--- src/design/cprx_pkg.sv ---
// Shared types, constants and the byte-wide CRC-32 step for the COBS frame receiver.
package cprx_pkg;

	localparam int unsigned HDR_LEN = 16;
	localparam int unsigned CRC_LEN = 4;
	localparam int unsigned RAW_W   = 17;

	localparam logic [31:0] CRC_POLY  = 32'hEDB8_8320;
	localparam logic [31:0] CRC_ONES  = 32'hFFFF_FFFF;
	localparam logic [7:0]  FULL_CODE = 8'hFF;

	// Verdict codes
	localparam logic [3:0] ST_OK           = 4'd0;
	localparam logic [3:0] ST_EMPTY        = 4'd1;
	localparam logic [3:0] ST_STUFFING     = 4'd2;
	localparam logic [3:0] ST_SHORT        = 4'd3;
	localparam logic [3:0] ST_MAGIC        = 4'd4;
	localparam logic [3:0] ST_VERSION      = 4'd5;
	localparam logic [3:0] ST_LEN_FIELD    = 4'd6;
	localparam logic [3:0] ST_LEN_MISMATCH = 4'd7;
	localparam logic [3:0] ST_CRC          = 4'd8;

	// Configuration register indexes
	localparam logic [1:0] CFG_MAGIC       = 2'd0;
	localparam logic [1:0] CFG_VERSION     = 2'd1;
	localparam logic [1:0] CFG_MAX_PAYLOAD = 2'd2;

	typedef logic [RAW_W-1:0] raw_t;

	typedef struct packed {
		logic [15:0] frame_magic;
		logic [7:0]  proto_ver;
		logic [15:0] max_payload;
	} cfg_t;

	typedef struct packed {
		logic        kind;
		logic [7:0]  data_byte;
		logic [3:0]  status;
		logic [7:0]  command;
		logic [31:0] image_id;
		logic [31:0] image_offset;
		logic [15:0] sequence_res;
		logic [15:0] body_len;
		logic        last;
	} result_t;

	// One byte through the reflected CRC-32, eight bit steps unrolled.
	function automatic logic [31:0] crc_byte(input logic [31:0] crc, input logic [7:0] b);
		logic [31:0] c;
		c = crc ^ {24'd0, b};
		for (int k = 0; k < 8; k++) begin
			c = c[0] ? ((c >> 1) ^ CRC_POLY) : (c >> 1);
		end
		return c;
	endfunction

endpackage

--- src/design/cprx_core.sv ---
// Frame state: COBS unstuffing, header capture, CRC and the end-of-frame verdict.
module cprx_core (
	input  logic              clk,
	input  logic              arst_n,
	input  logic              take,
	input  logic [7:0]        rx_byte,
	input  cprx_pkg::cfg_t    cfg,
	output logic              res_valid,
	output cprx_pkg::result_t res
);
	import cprx_pkg::*;

	raw_t        raw_q, raw_n;
	logic [7:0]  group_left_q, group_left_n;
	logic        group_full_q, group_full_n;
	logic        zero_pending_q, zero_pending_n;
	logic        stuffing_bad_q, stuffing_bad_n;
	logic [31:0] crc_q, crc_n;
	logic [31:0] rcv_crc_q, rcv_crc_n;
	logic [7:0]  hdr_q [HDR_LEN];

	logic        hdr_we;
	logic        dec_en;
	logic [7:0]  dec_b;
	logic [3:0]  status_v;
	logic [15:0] hdr_len;
	raw_t        limit;
	raw_t        payload_end;
	raw_t        frame_len;

	assign hdr_len     = {hdr_q[15], hdr_q[14]};
	assign limit       = raw_t'(HDR_LEN + CRC_LEN) + {1'b0, cfg.max_payload};
	assign payload_end = raw_t'(HDR_LEN) + {1'b0, hdr_len};
	assign frame_len   = raw_t'(HDR_LEN + CRC_LEN) + {1'b0, hdr_len};

	always_comb begin
		if (raw_q == '0 && group_left_q == 8'd0 && !zero_pending_q && !stuffing_bad_q) begin
			status_v = ST_EMPTY;
		end else if (stuffing_bad_q || group_left_q != 8'd0) begin
			status_v = ST_STUFFING;
		end else if (raw_q < raw_t'(HDR_LEN + CRC_LEN)) begin
			status_v = ST_SHORT;
		end else if ({hdr_q[1], hdr_q[0]} != cfg.frame_magic) begin
			status_v = ST_MAGIC;
		end else if (hdr_q[2] != cfg.proto_ver) begin
			status_v = ST_VERSION;
		end else if (hdr_len > cfg.max_payload) begin
			status_v = ST_LEN_FIELD;
		end else if (raw_q != frame_len) begin
			status_v = ST_LEN_MISMATCH;
		end else if ((crc_q ^ CRC_ONES) != rcv_crc_q) begin
			status_v = ST_CRC;
		end else begin
			status_v = ST_OK;
		end
	end

	always_comb begin
		raw_n          = raw_q;
		group_left_n   = group_left_q;
		group_full_n   = group_full_q;
		zero_pending_n = zero_pending_q;
		stuffing_bad_n = stuffing_bad_q;
		crc_n          = crc_q;
		rcv_crc_n      = rcv_crc_q;
		hdr_we         = 1'b0;
		dec_en         = 1'b0;
		dec_b          = rx_byte;
		res_valid      = 1'b0;
		res            = '0;
		if (take) begin
			if (rx_byte == 8'd0) begin
				res_valid = 1'b1;
				res.kind  = 1'b1;
				res.last  = 1'b1;
				res.status = status_v;
				if (raw_q >= raw_t'(HDR_LEN)) begin
					res.command      = hdr_q[3];
					res.image_id     = {hdr_q[7], hdr_q[6], hdr_q[5], hdr_q[4]};
					res.image_offset = {hdr_q[11], hdr_q[10], hdr_q[9], hdr_q[8]};
					res.sequence_res = {hdr_q[13], hdr_q[12]};
					res.body_len     = hdr_len;
				end
				raw_n          = '0;
				group_left_n   = 8'd0;
				group_full_n   = 1'b0;
				zero_pending_n = 1'b0;
				stuffing_bad_n = 1'b0;
				crc_n          = CRC_ONES;
				rcv_crc_n      = 32'd0;
			end else begin
				if (group_left_q == 8'd0) begin
					// Code byte: the zero owed by a short group is only now decoded.
					dec_en         = zero_pending_q;
					dec_b          = 8'd0;
					group_left_n   = rx_byte - 8'd1;
					group_full_n   = (rx_byte == FULL_CODE);
					zero_pending_n = (rx_byte == 8'd1);
				end else begin
					dec_en       = 1'b1;
					group_left_n = group_left_q - 8'd1;
					if (group_left_q == 8'd1) begin
						zero_pending_n = !group_full_q;
					end
				end
				if (dec_en && !stuffing_bad_q) begin
					if (raw_q >= limit) begin
						stuffing_bad_n = 1'b1;
					end else begin
						if (raw_q < raw_t'(HDR_LEN)) begin
							hdr_we = 1'b1;
							crc_n  = crc_byte(crc_q, dec_b);
						end else if (raw_q < payload_end) begin
							crc_n          = crc_byte(crc_q, dec_b);
							res_valid      = 1'b1;
							res.data_byte  = dec_b;
						end else begin
							rcv_crc_n = {dec_b, rcv_crc_q[31:8]};
						end
						raw_n = raw_q + raw_t'(1);
					end
				end
			end
		end
	end

	always_ff @(posedge clk or negedge arst_n) begin
		if (!arst_n) begin
			raw_q          <= '0;
			group_left_q   <= 8'd0;
			group_full_q   <= 1'b0;
			zero_pending_q <= 1'b0;
			stuffing_bad_q <= 1'b0;
			crc_q          <= CRC_ONES;
			rcv_crc_q      <= 32'd0;
		end else begin
			raw_q          <= raw_n;
			group_left_q   <= group_left_n;
			group_full_q   <= group_full_n;
			zero_pending_q <= zero_pending_n;
			stuffing_bad_q <= stuffing_bad_n;
			crc_q          <= crc_n;
			rcv_crc_q      <= rcv_crc_n;
		end
	end

	always_ff @(posedge clk) begin
		if (hdr_we) begin
			hdr_q[raw_q[3:0]] <= dec_b;
		end
	end

endmodule

--- src/design/cobs_packet_frame_receiver.sv ---
// Top level of the COBS packet frame receiver: handshakes, configuration and result register.
//
// Takes one stuffed link byte per clock and gives at most one result per byte: a decoded
// payload byte (kind 0) or, on each zero delimiter, a verdict (kind 1, last 1) carrying the
// header fields and a status; a nonzero status means the payload bytes already sent must be
// dropped. Each byte goes through the unstuffing, CRC-32 and verdict logic combinationally
// into one result register, so a request is taken every cycle while that register is empty
// or being drained; the result appears in the cycle after its byte is accepted. in_stall rises
// only while a held result is stalled at the output. Configuration writes are always ready
// and act from the next cycle.
module cobs_packet_frame_receiver (
	input  logic        clk,
	input  logic        arst_n,
	input  logic        in_valid,
	output logic        in_stall,
	input  logic [7:0]  rx_byte,
	output logic        out_valid,
	input  logic        out_stall,
	output logic        kind,
	output logic [7:0]  data_byte,
	output logic [3:0]  status,
	output logic [7:0]  command,
	output logic [31:0] image_id,
	output logic [31:0] image_offset,
	output logic [15:0] sequence_res,
	output logic [15:0] body_len,
	output logic        last,
	input  logic        cfg_valid,
	output logic        cfg_ready,
	input  logic [1:0]  cfg_index,
	input  logic [15:0] cfg_data
);
	import cprx_pkg::*;

	cfg_t    cfg_q;
	result_t out_q;
	logic    out_valid_q;
	logic    in_take;
	logic    res_valid;
	result_t res;

	assign cfg_ready = 1'b1;
	assign in_stall  = out_valid_q && out_stall;
	assign in_take   = in_valid && !in_stall;

	always_ff @(posedge clk or negedge arst_n) begin
		if (!arst_n) begin
			cfg_q.frame_magic <= 16'd0;
			cfg_q.proto_ver   <= 8'd0;
			cfg_q.max_payload <= 16'd256;
		end else if (cfg_valid) begin
			case (cfg_index)
				CFG_MAGIC:       cfg_q.frame_magic <= cfg_data;
				CFG_VERSION:     cfg_q.proto_ver   <= cfg_data[7:0];
				CFG_MAX_PAYLOAD: cfg_q.max_payload <= cfg_data;
				default: ;
			endcase
		end
	end

	cprx_core u_core (
		.clk       (clk),
		.arst_n    (arst_n),
		.take      (in_take),
		.rx_byte   (rx_byte),
		.cfg       (cfg_q),
		.res_valid (res_valid),
		.res       (res)
	);

	// The result register loads only when it is empty or being taken, so a stalled result holds.
	always_ff @(posedge clk or negedge arst_n) begin
		if (!arst_n) begin
			out_valid_q <= 1'b0;
		end else if (in_take && res_valid) begin
			out_valid_q <= 1'b1;
		end else if (!out_stall) begin
			out_valid_q <= 1'b0;
		end
	end

	always_ff @(posedge clk) begin
		if (in_take && res_valid) begin
			out_q <= res;
		end
	end

	assign out_valid    = out_valid_q;
	assign kind         = out_q.kind;
	assign data_byte    = out_q.data_byte;
	assign status       = out_q.status;
	assign command      = out_q.command;
	assign image_id     = out_q.image_id;
	assign image_offset = out_q.image_offset;
	assign sequence_res = out_q.sequence_res;
	assign body_len     = out_q.body_len;
	assign last         = out_q.last;

`ifndef SYNTH
	a_delim_gives_verdict: assert property (@(posedge clk) disable iff (!arst_n)
		(in_valid && !in_stall && rx_byte == 8'd0) |=> (out_valid && kind && last))
		else $error("delimiter did not produce a verdict");

	a_stall_only_when_full: assert property (@(posedge clk) disable iff (!arst_n)
		in_stall |-> out_valid)
		else $error("input stalled with an empty result register");

	a_payload_clean: assert property (@(posedge clk) disable iff (!arst_n)
		(out_valid && !kind) |-> (status == ST_OK && !last))
		else $error("payload byte carries verdict fields");

	a_verdict_clean: assert property (@(posedge clk) disable iff (!arst_n)
		(out_valid && kind) |-> (last && data_byte == 8'd0 && status <= ST_CRC))
		else $error("malformed verdict");
`endif

endmodule
--- config.mk ---
export PLATFORM = sky130hd
export DESIGN_NAME = cobs_packet_frame_receiver
export DESIGN_NICKNAME = d
export VERILOG_FILES = /design/src/design/cprx_pkg.sv /design/src/design/cprx_core.sv /design/src/design/cobs_packet_frame_receiver.sv
export SDC_FILE = /design/constraint.sdc
export NUM_CORES = 1
export LEC_CHECK = 0
export ABC_CLOCK_PERIOD_IN_PS = 5700
export BUFFER_PORTS_ARGS = -buffer_cell sky130_fd_sc_hd__buf_2
export CORE_MARGIN = 8
export CORE_UTILIZATION = 35
export DETAILED_ROUTE_END_ITERATION = 10
export RECOVER_POWER = 100
export SYNTH_ARGS = -nofsm -noshare
export SYNTH_HDL_FRONTEND = slang
export SYNTH_SLANG_ARGS = --single-unit
--- constraint.sdc ---
create_clock -name clk -period 5.7 [get_ports clk]
set_input_delay 0.285 -clock clk [delete_from_list [all_inputs] [get_ports clk]]
set_output_delay 0.285 -clock clk [all_outputs]
set_load 0.03 [all_outputs]
=== Word level (Yosys, flattened, before mapping) ===
Memory sizes are Yosys's and may differ from the RTL's. A register that Yosys moved wholly into a read port is not among the register bits.
Index checks and enable logic that the tools add are counted.
Widths: inputs -> output; s select.

* Register bits: 163
* RAM bits: 128
* Input bits: 31
* Output and inout bits: 121
* Logic and storage cells: 171
* Memories: 1

{| class="wikitable"
|+ Memory list
! name !! depth !! width !! read ports !! clocked after memory_dff !! write ports !! line !! text
|-
| u_core.hdr_q || 16 || 8 || 16 || 11 || 1 || cprx_core.sv:20 || <nowiki>logic [7:0] hdr_q [HDR_LEN];</nowiki>
|}

* $add $sub $neg: 6
* $lt $le $gt $ge: 6
* Equal/unequal tests: 13
* Mux-type cells: 64
* Bitwise operators: 14
* Reductions and logical operators: 48

{| class="wikitable"
|+ Operator list
! kind !! count
|-
| $mux 32 || 18
|-
| $not 13->14 || 8
|-
| $mux 8 || 7
|-
| $add 5x16->17 const A || 3
|-
| $mux 17 || 3
|-
| $lt 17x5->1 const B || 2
|-
| $ne 32x32->1 || 1
|-
| $not 32->32 || 1
|-
| $xor 32x8->32 || 1
|-
| $mux 1 || 29
|-
| $add 17x1->17 const B || 1
|-
| $ge 17x17->1 || 1
|-
| $ge 17x5->1 const B || 1
|-
| $logic_not 17->1 || 1
|-
| $lt 17x17->1 || 1
|-
| $ne 17x17->1 || 1
|-
| $eq 8x1->1 const B || 2
|-
| $gt 16x16->1 || 1
|-
| $logic_not 8->1 || 2
|-
| $ne 16x16->1 || 1
|-
| $sub 8x1->8 const B || 2
|-
| $logic_not 1->1 || 15
|-
| $mux 3 || 4
|-
| $reduce_and 2->1 || 6
|-
| other kinds (21) || 39
|}

=== Logic depth before layout (Yosys ltp) ===
* Word-level depth: 26
* Depth in mapped cells: 17
* Depth with buffers taken out: 15

=== By module ===
Synthesis repeated with hierarchy kept, for this count alone.

* Cell total of the unflattened synthesis: 1351
* Area total of the unflattened synthesis: 17742.0 µm²

{| class="wikitable"
|+ Modules (own cells, without submodules)
! module !! times used !! cells an instance !! area an instance (µm²) !! sequential area each (µm²)
|-
| cprx_core || 1 || 1140 || 12623.4 || 6185.9
|-
| cobs_packet_frame_receiver || 1 || 211 || 5118.7 || 4570.6
|}

=== Worst setup path after synthesis ===
Ideal clock, no wire load.

* Path kind: register to register
* Start: reg cfg_q[2] (netlist name)
* End: reg out_q, in the netlist body_len[0] (enable)
* Setup time: 426 ps
* Arrival time: 4506 ps
* Data required time: 5274 ps
* Setup slack: 767 ps
* Stages on the path, launching flop included: 14
* Clock period less this slack: 4933 ps
* Path through: dfrtp_1 ha_1 nor2_1 nor3_1 nand2_1 xnor2_1 ha_1 a21o_1 a21oi_1 nor2b_1 a2111oi_0 nand3_1 nor3_1 or2_2

* Cells in the longest elaborated chain, start to end: 7

{| class="wikitable"
|+ RTL lines
! what !! line !! text
|-
| start: declaration || cobs_packet_frame_receiver.sv:35 || <nowiki>cfg_t cfg_q;</nowiki>
|-
| $add 5x16->17 || cprx_core.sv:32 || <nowiki>assign limit = raw_t'(HDR_LEN + CRC_LEN) + {1'b0, cfg.max_payload};</nowiki>
|-
| $ge 17x17->1 || cprx_core.sv:107 || <nowiki>if (raw_q >= limit) begin</nowiki>
|-
| $mux 1 || cprx_core.sv:107 ||
|-
| $mux 1 || cprx_core.sv:106 || <nowiki>if (dec_en && !stuffing_bad_q) begin</nowiki>
|-
| $mux 1 || cprx_core.sv:72 || <nowiki>if (rx_byte == 8'd0) begin</nowiki>
|-
| $mux 1 || cprx_core.sv:71 || <nowiki>if (take) begin</nowiki>
|-
| $logic_and 1x1->1 || cobs_packet_frame_receiver.sv:83 || <nowiki>if (in_take && res_valid) begin</nowiki>
|-
| end signal: assignment || cobs_packet_frame_receiver.sv:84 || <nowiki>out_q <= res;</nowiki>
|-
| end: declaration || cobs_packet_frame_receiver.sv:36 || <nowiki>result_t out_q;</nowiki>
|}

Every way passes these cells.
A chain may end at the register's enable or synchronous reset.

=== Final worst setup path ===
* Start: reg cfg_q[2] (netlist name)
* End: reg out_q, in the netlist status[2] (enable)

The elaborated chain is that of the path after synthesis.

==> run_results.csv <==
group,metric,value,unit
run_status,status,"complete, but fails checks",
run_status,violations,"capacitance limit, slew limit",
synthesis,yosysTopAreaCellShare,42.2,%
drt,drtIter0Drc,835,
power_and_ir_drop,p_per_area,488,mW/mm^2
layout,n_fill_cell,4671,
sta,setup_ws,698,ps
setup_path,crit_type,"register to register",
power_and_ir_drop,power.leakage,7.80,nW
drt,wirelength,43800,um
drt,drc,0,
die,fp.dieH,239,um
place,hpwl,30300,um
setup_path,required,5930,ps
synthesis,seq_area_frac_synth,61.5,%
synthesis,ys_warn_count,0,
synthesis,ys_ff_latch,378,
synthesis,synth_nets,1443,
setup_path,worst_setup_path_end_kind,"register",
drt,vias,11100,
sta,setup_viol,0,
synthesis,synth_edf_count,245,
die,die-width,239,um
setup_path,arrival,5230,ps
sta,tightest_slew,3000,ps
clock_tree,cts_sinks,378,
synthesis,synth_common_cells,"245 x edfxtp_1, 111 x xnor2_1, 109 x and3_1",
sta,finalSetupTns,0,ps
layout,final_cell_area,0.0200,mm^2
sta,rsz0062_at_grt,"false",
layout,syn2layout_area_growth,15.0,%
place,port_buffers,150,
drt,antenna_left,0,
power_and_ir_drop,max-vdd-ir-drop,0.319,mV
sta,period_needed,5000,ps
sta,hold_viol,0,
place,placed_cell_area,0.0190,mm^2
clock_tree,clk_pin_slew,60,ps
synthesis,netlist_instances,1349,
synthesis,synth_top_cell_by_area,"edfxtp_1",
synthesis,yosysMostFrequentCell,"edfxtp_1",
layout,layout-drive-gt1-share,12.8,%
clock_tree,ctsResizeCount,0,
synthesis,synthesis.area,0.0174,mm^2
drt,first_pass_iters,5,
clock_tree,cts.path.max_buffers,3,
die,num_rows,81,
global_route,antenna_found_initial,2,
synthesis,synthFlopType,"edfxtp_1",
global_route,grt_pass1_wl,67500,um
clock_tree,cts_buffers,40,
layout,final_core_util,40.9,%
global_route,grt_max_degree,115,
sta,timing.final.crit_share,87.8,%
drt,wl_per_cell,19.9,um
setup_path,worst_setup_path_start_kind,"register",
layout,n_antenna_cell,0,
die,coreArea,0.0491,mm^2
clock_tree,h-tree-depth,2,
clock_tree,clock_latency,550,ps
global_route,grt_usage,15.1,%
sta,finClkSkew,19.3,ps
clock_tree,root_buffer,"clkbuf_16",
sta,fmax,200,MHz
place,place_congestion,0.832,
drt,vias_per_cell,5.03,
synthesis,yosys-top-cells-area,"edfxtp_1 42%, dfrtp_1 14%, xnor2_1 5.6%",
place,dpl_worst_slack,726,ps
synthesis,avgSynthCellArea,12.9,um^2
synthesis,async_flop_share,35.2,%
clock_tree,cts_tree,"done",
die,die_area,0.0572,mm^2
die,pin_count,152,
synthesis,synthDistinctLibCells,59,
setup_path,path_max_fanout,23,
flow_run,maxCapViolCount,10,
die,initial_core_util,35.5,%
sta,maxSlewViolCount,337,
global_route,grt_pass1_vias,11200,
global_route,grt.overflow.total,0,
min_path,hold_class,"primary input to register",
sta,relSlewSlack,-99.9,%
layout,final_nets,1597,
## where the power goes
part	internal [mW]	switching [mW]	leakage [nW]
Combinational	1.29	2.01	3.25
Sequential	3.55	0.390	3.91
Clock	1.47	1.07	0.631
## critical path, stage by stage, from the launching register on
cell and delay (ps):
dfrtp_1 410, ha_1 230, nor2_1 80, nor3_1 420, nand2_1 130, xnor2_1 140, ha_1 290, a21o_1 180
a21oi_1 140, nor2b_1 60, a2111oi_0 630, clkbuf_1 210, nand3_1 90, clkbuf_1 250, nor3_1 410, or2_2 630
buf_4 390
## worst paths after layout
check,slack (ps),end,startpoint,cells past startpoint
min in group asynchronous,1260,u_core.rcv_crc_q[19],arst_n,2
max in group asynchronous,1790,cfg_q[26],arst_n,3
hold reg to reg,500,u_core.group_full_q,u_core.group_full_q,1
setup reg to reg,700,status[2],cfg_q[2],16
hold / removal,20,cfg_q[14],cfg_data[14],2
setup / recovery,700,status[2],cfg_q[2],16
## kinds of logic (layout without fill, tap and decap cells)
family                   count (synthesis)  in the layout  share of synthesized area (%)
AO/OA/AOI/OAI                          164            164                           5.91
flip-flops                             378            378                           61.5
AND/OR/NAND/NOR                        414            414                           12.5
multiplexers                            45             45                           2.87
buffers and inverters                   94            279                           2.15
other                                    1              1                         0.0215
XOR/XNOR                               190            190                           10.5
adder cells (fa/ha/maj)                 63             63                           4.52
## layout by cell type, fill, tap and decap left out, drive strengths merged, types with 40 or more instances in the layout
cell	netlist	layout
and3	109	109
dfrtp	100	100
edfxtp	245	245
xnor2	116	116
a21oi	63	63
ha	63	63
nand2	69	69
mux2	40	40
xor2	74	74
clkbuf	52	190
nor2	98	98
## through the flow
| stage | hold WS (ps) | std cells | total power, mW |
|---|---|---|---|
| floorplan | -10.6 | 1349 | 6.46 |
| global placement | 381 | 2122 | 7.30 |
| detailed placement | 381 | 2122 | 7.33 |
| CTS | 2.31 | 2198 | 9.91 |
| global route | 12.1 | 2198 | 10.3 |
| finish | 22.4 | 2198 | 9.77 |
## timing repair
item                                   in CTS  in global routing
hold buffers                                3                  0
endpoints found under the hold margin      33                  0
setup buffers                               0                  0
## cell type report
cell class                 count  area [um^2]  area share (%)
clock inverter                21          211            1.05
tap                          664          831            4.15
inverter                      32          120           0.599
timing repair buffer         174          758            3.78
sequential                   378        10700            53.5
clock buffer                  52         1070            5.32
multi-input combinational    877         6330            31.6
## state kept, by name, summed over array words and instances (netlist names), 4 cells and up
register             cells
u_core.hdr_q           128
cfg_q                   40
image_id                32
image_offset            32
u_core.crc_q            32
u_core.rcv_crc_q        32
u_core.raw_q            17
body_len                16
sequence_res            16
command                  8
data_byte                8
u_core.group_left_q      8
status                   4
## per-layer routing
layer	track usage [%]	share of wire (%)	routed length [um]
met1	21.5	47	20600
met4	4.49	2.2	974
met5	0	0	0
met2	23.2	45	19600
met3	2.92	6.2	2700
Power figures use the tool's default switching activity.
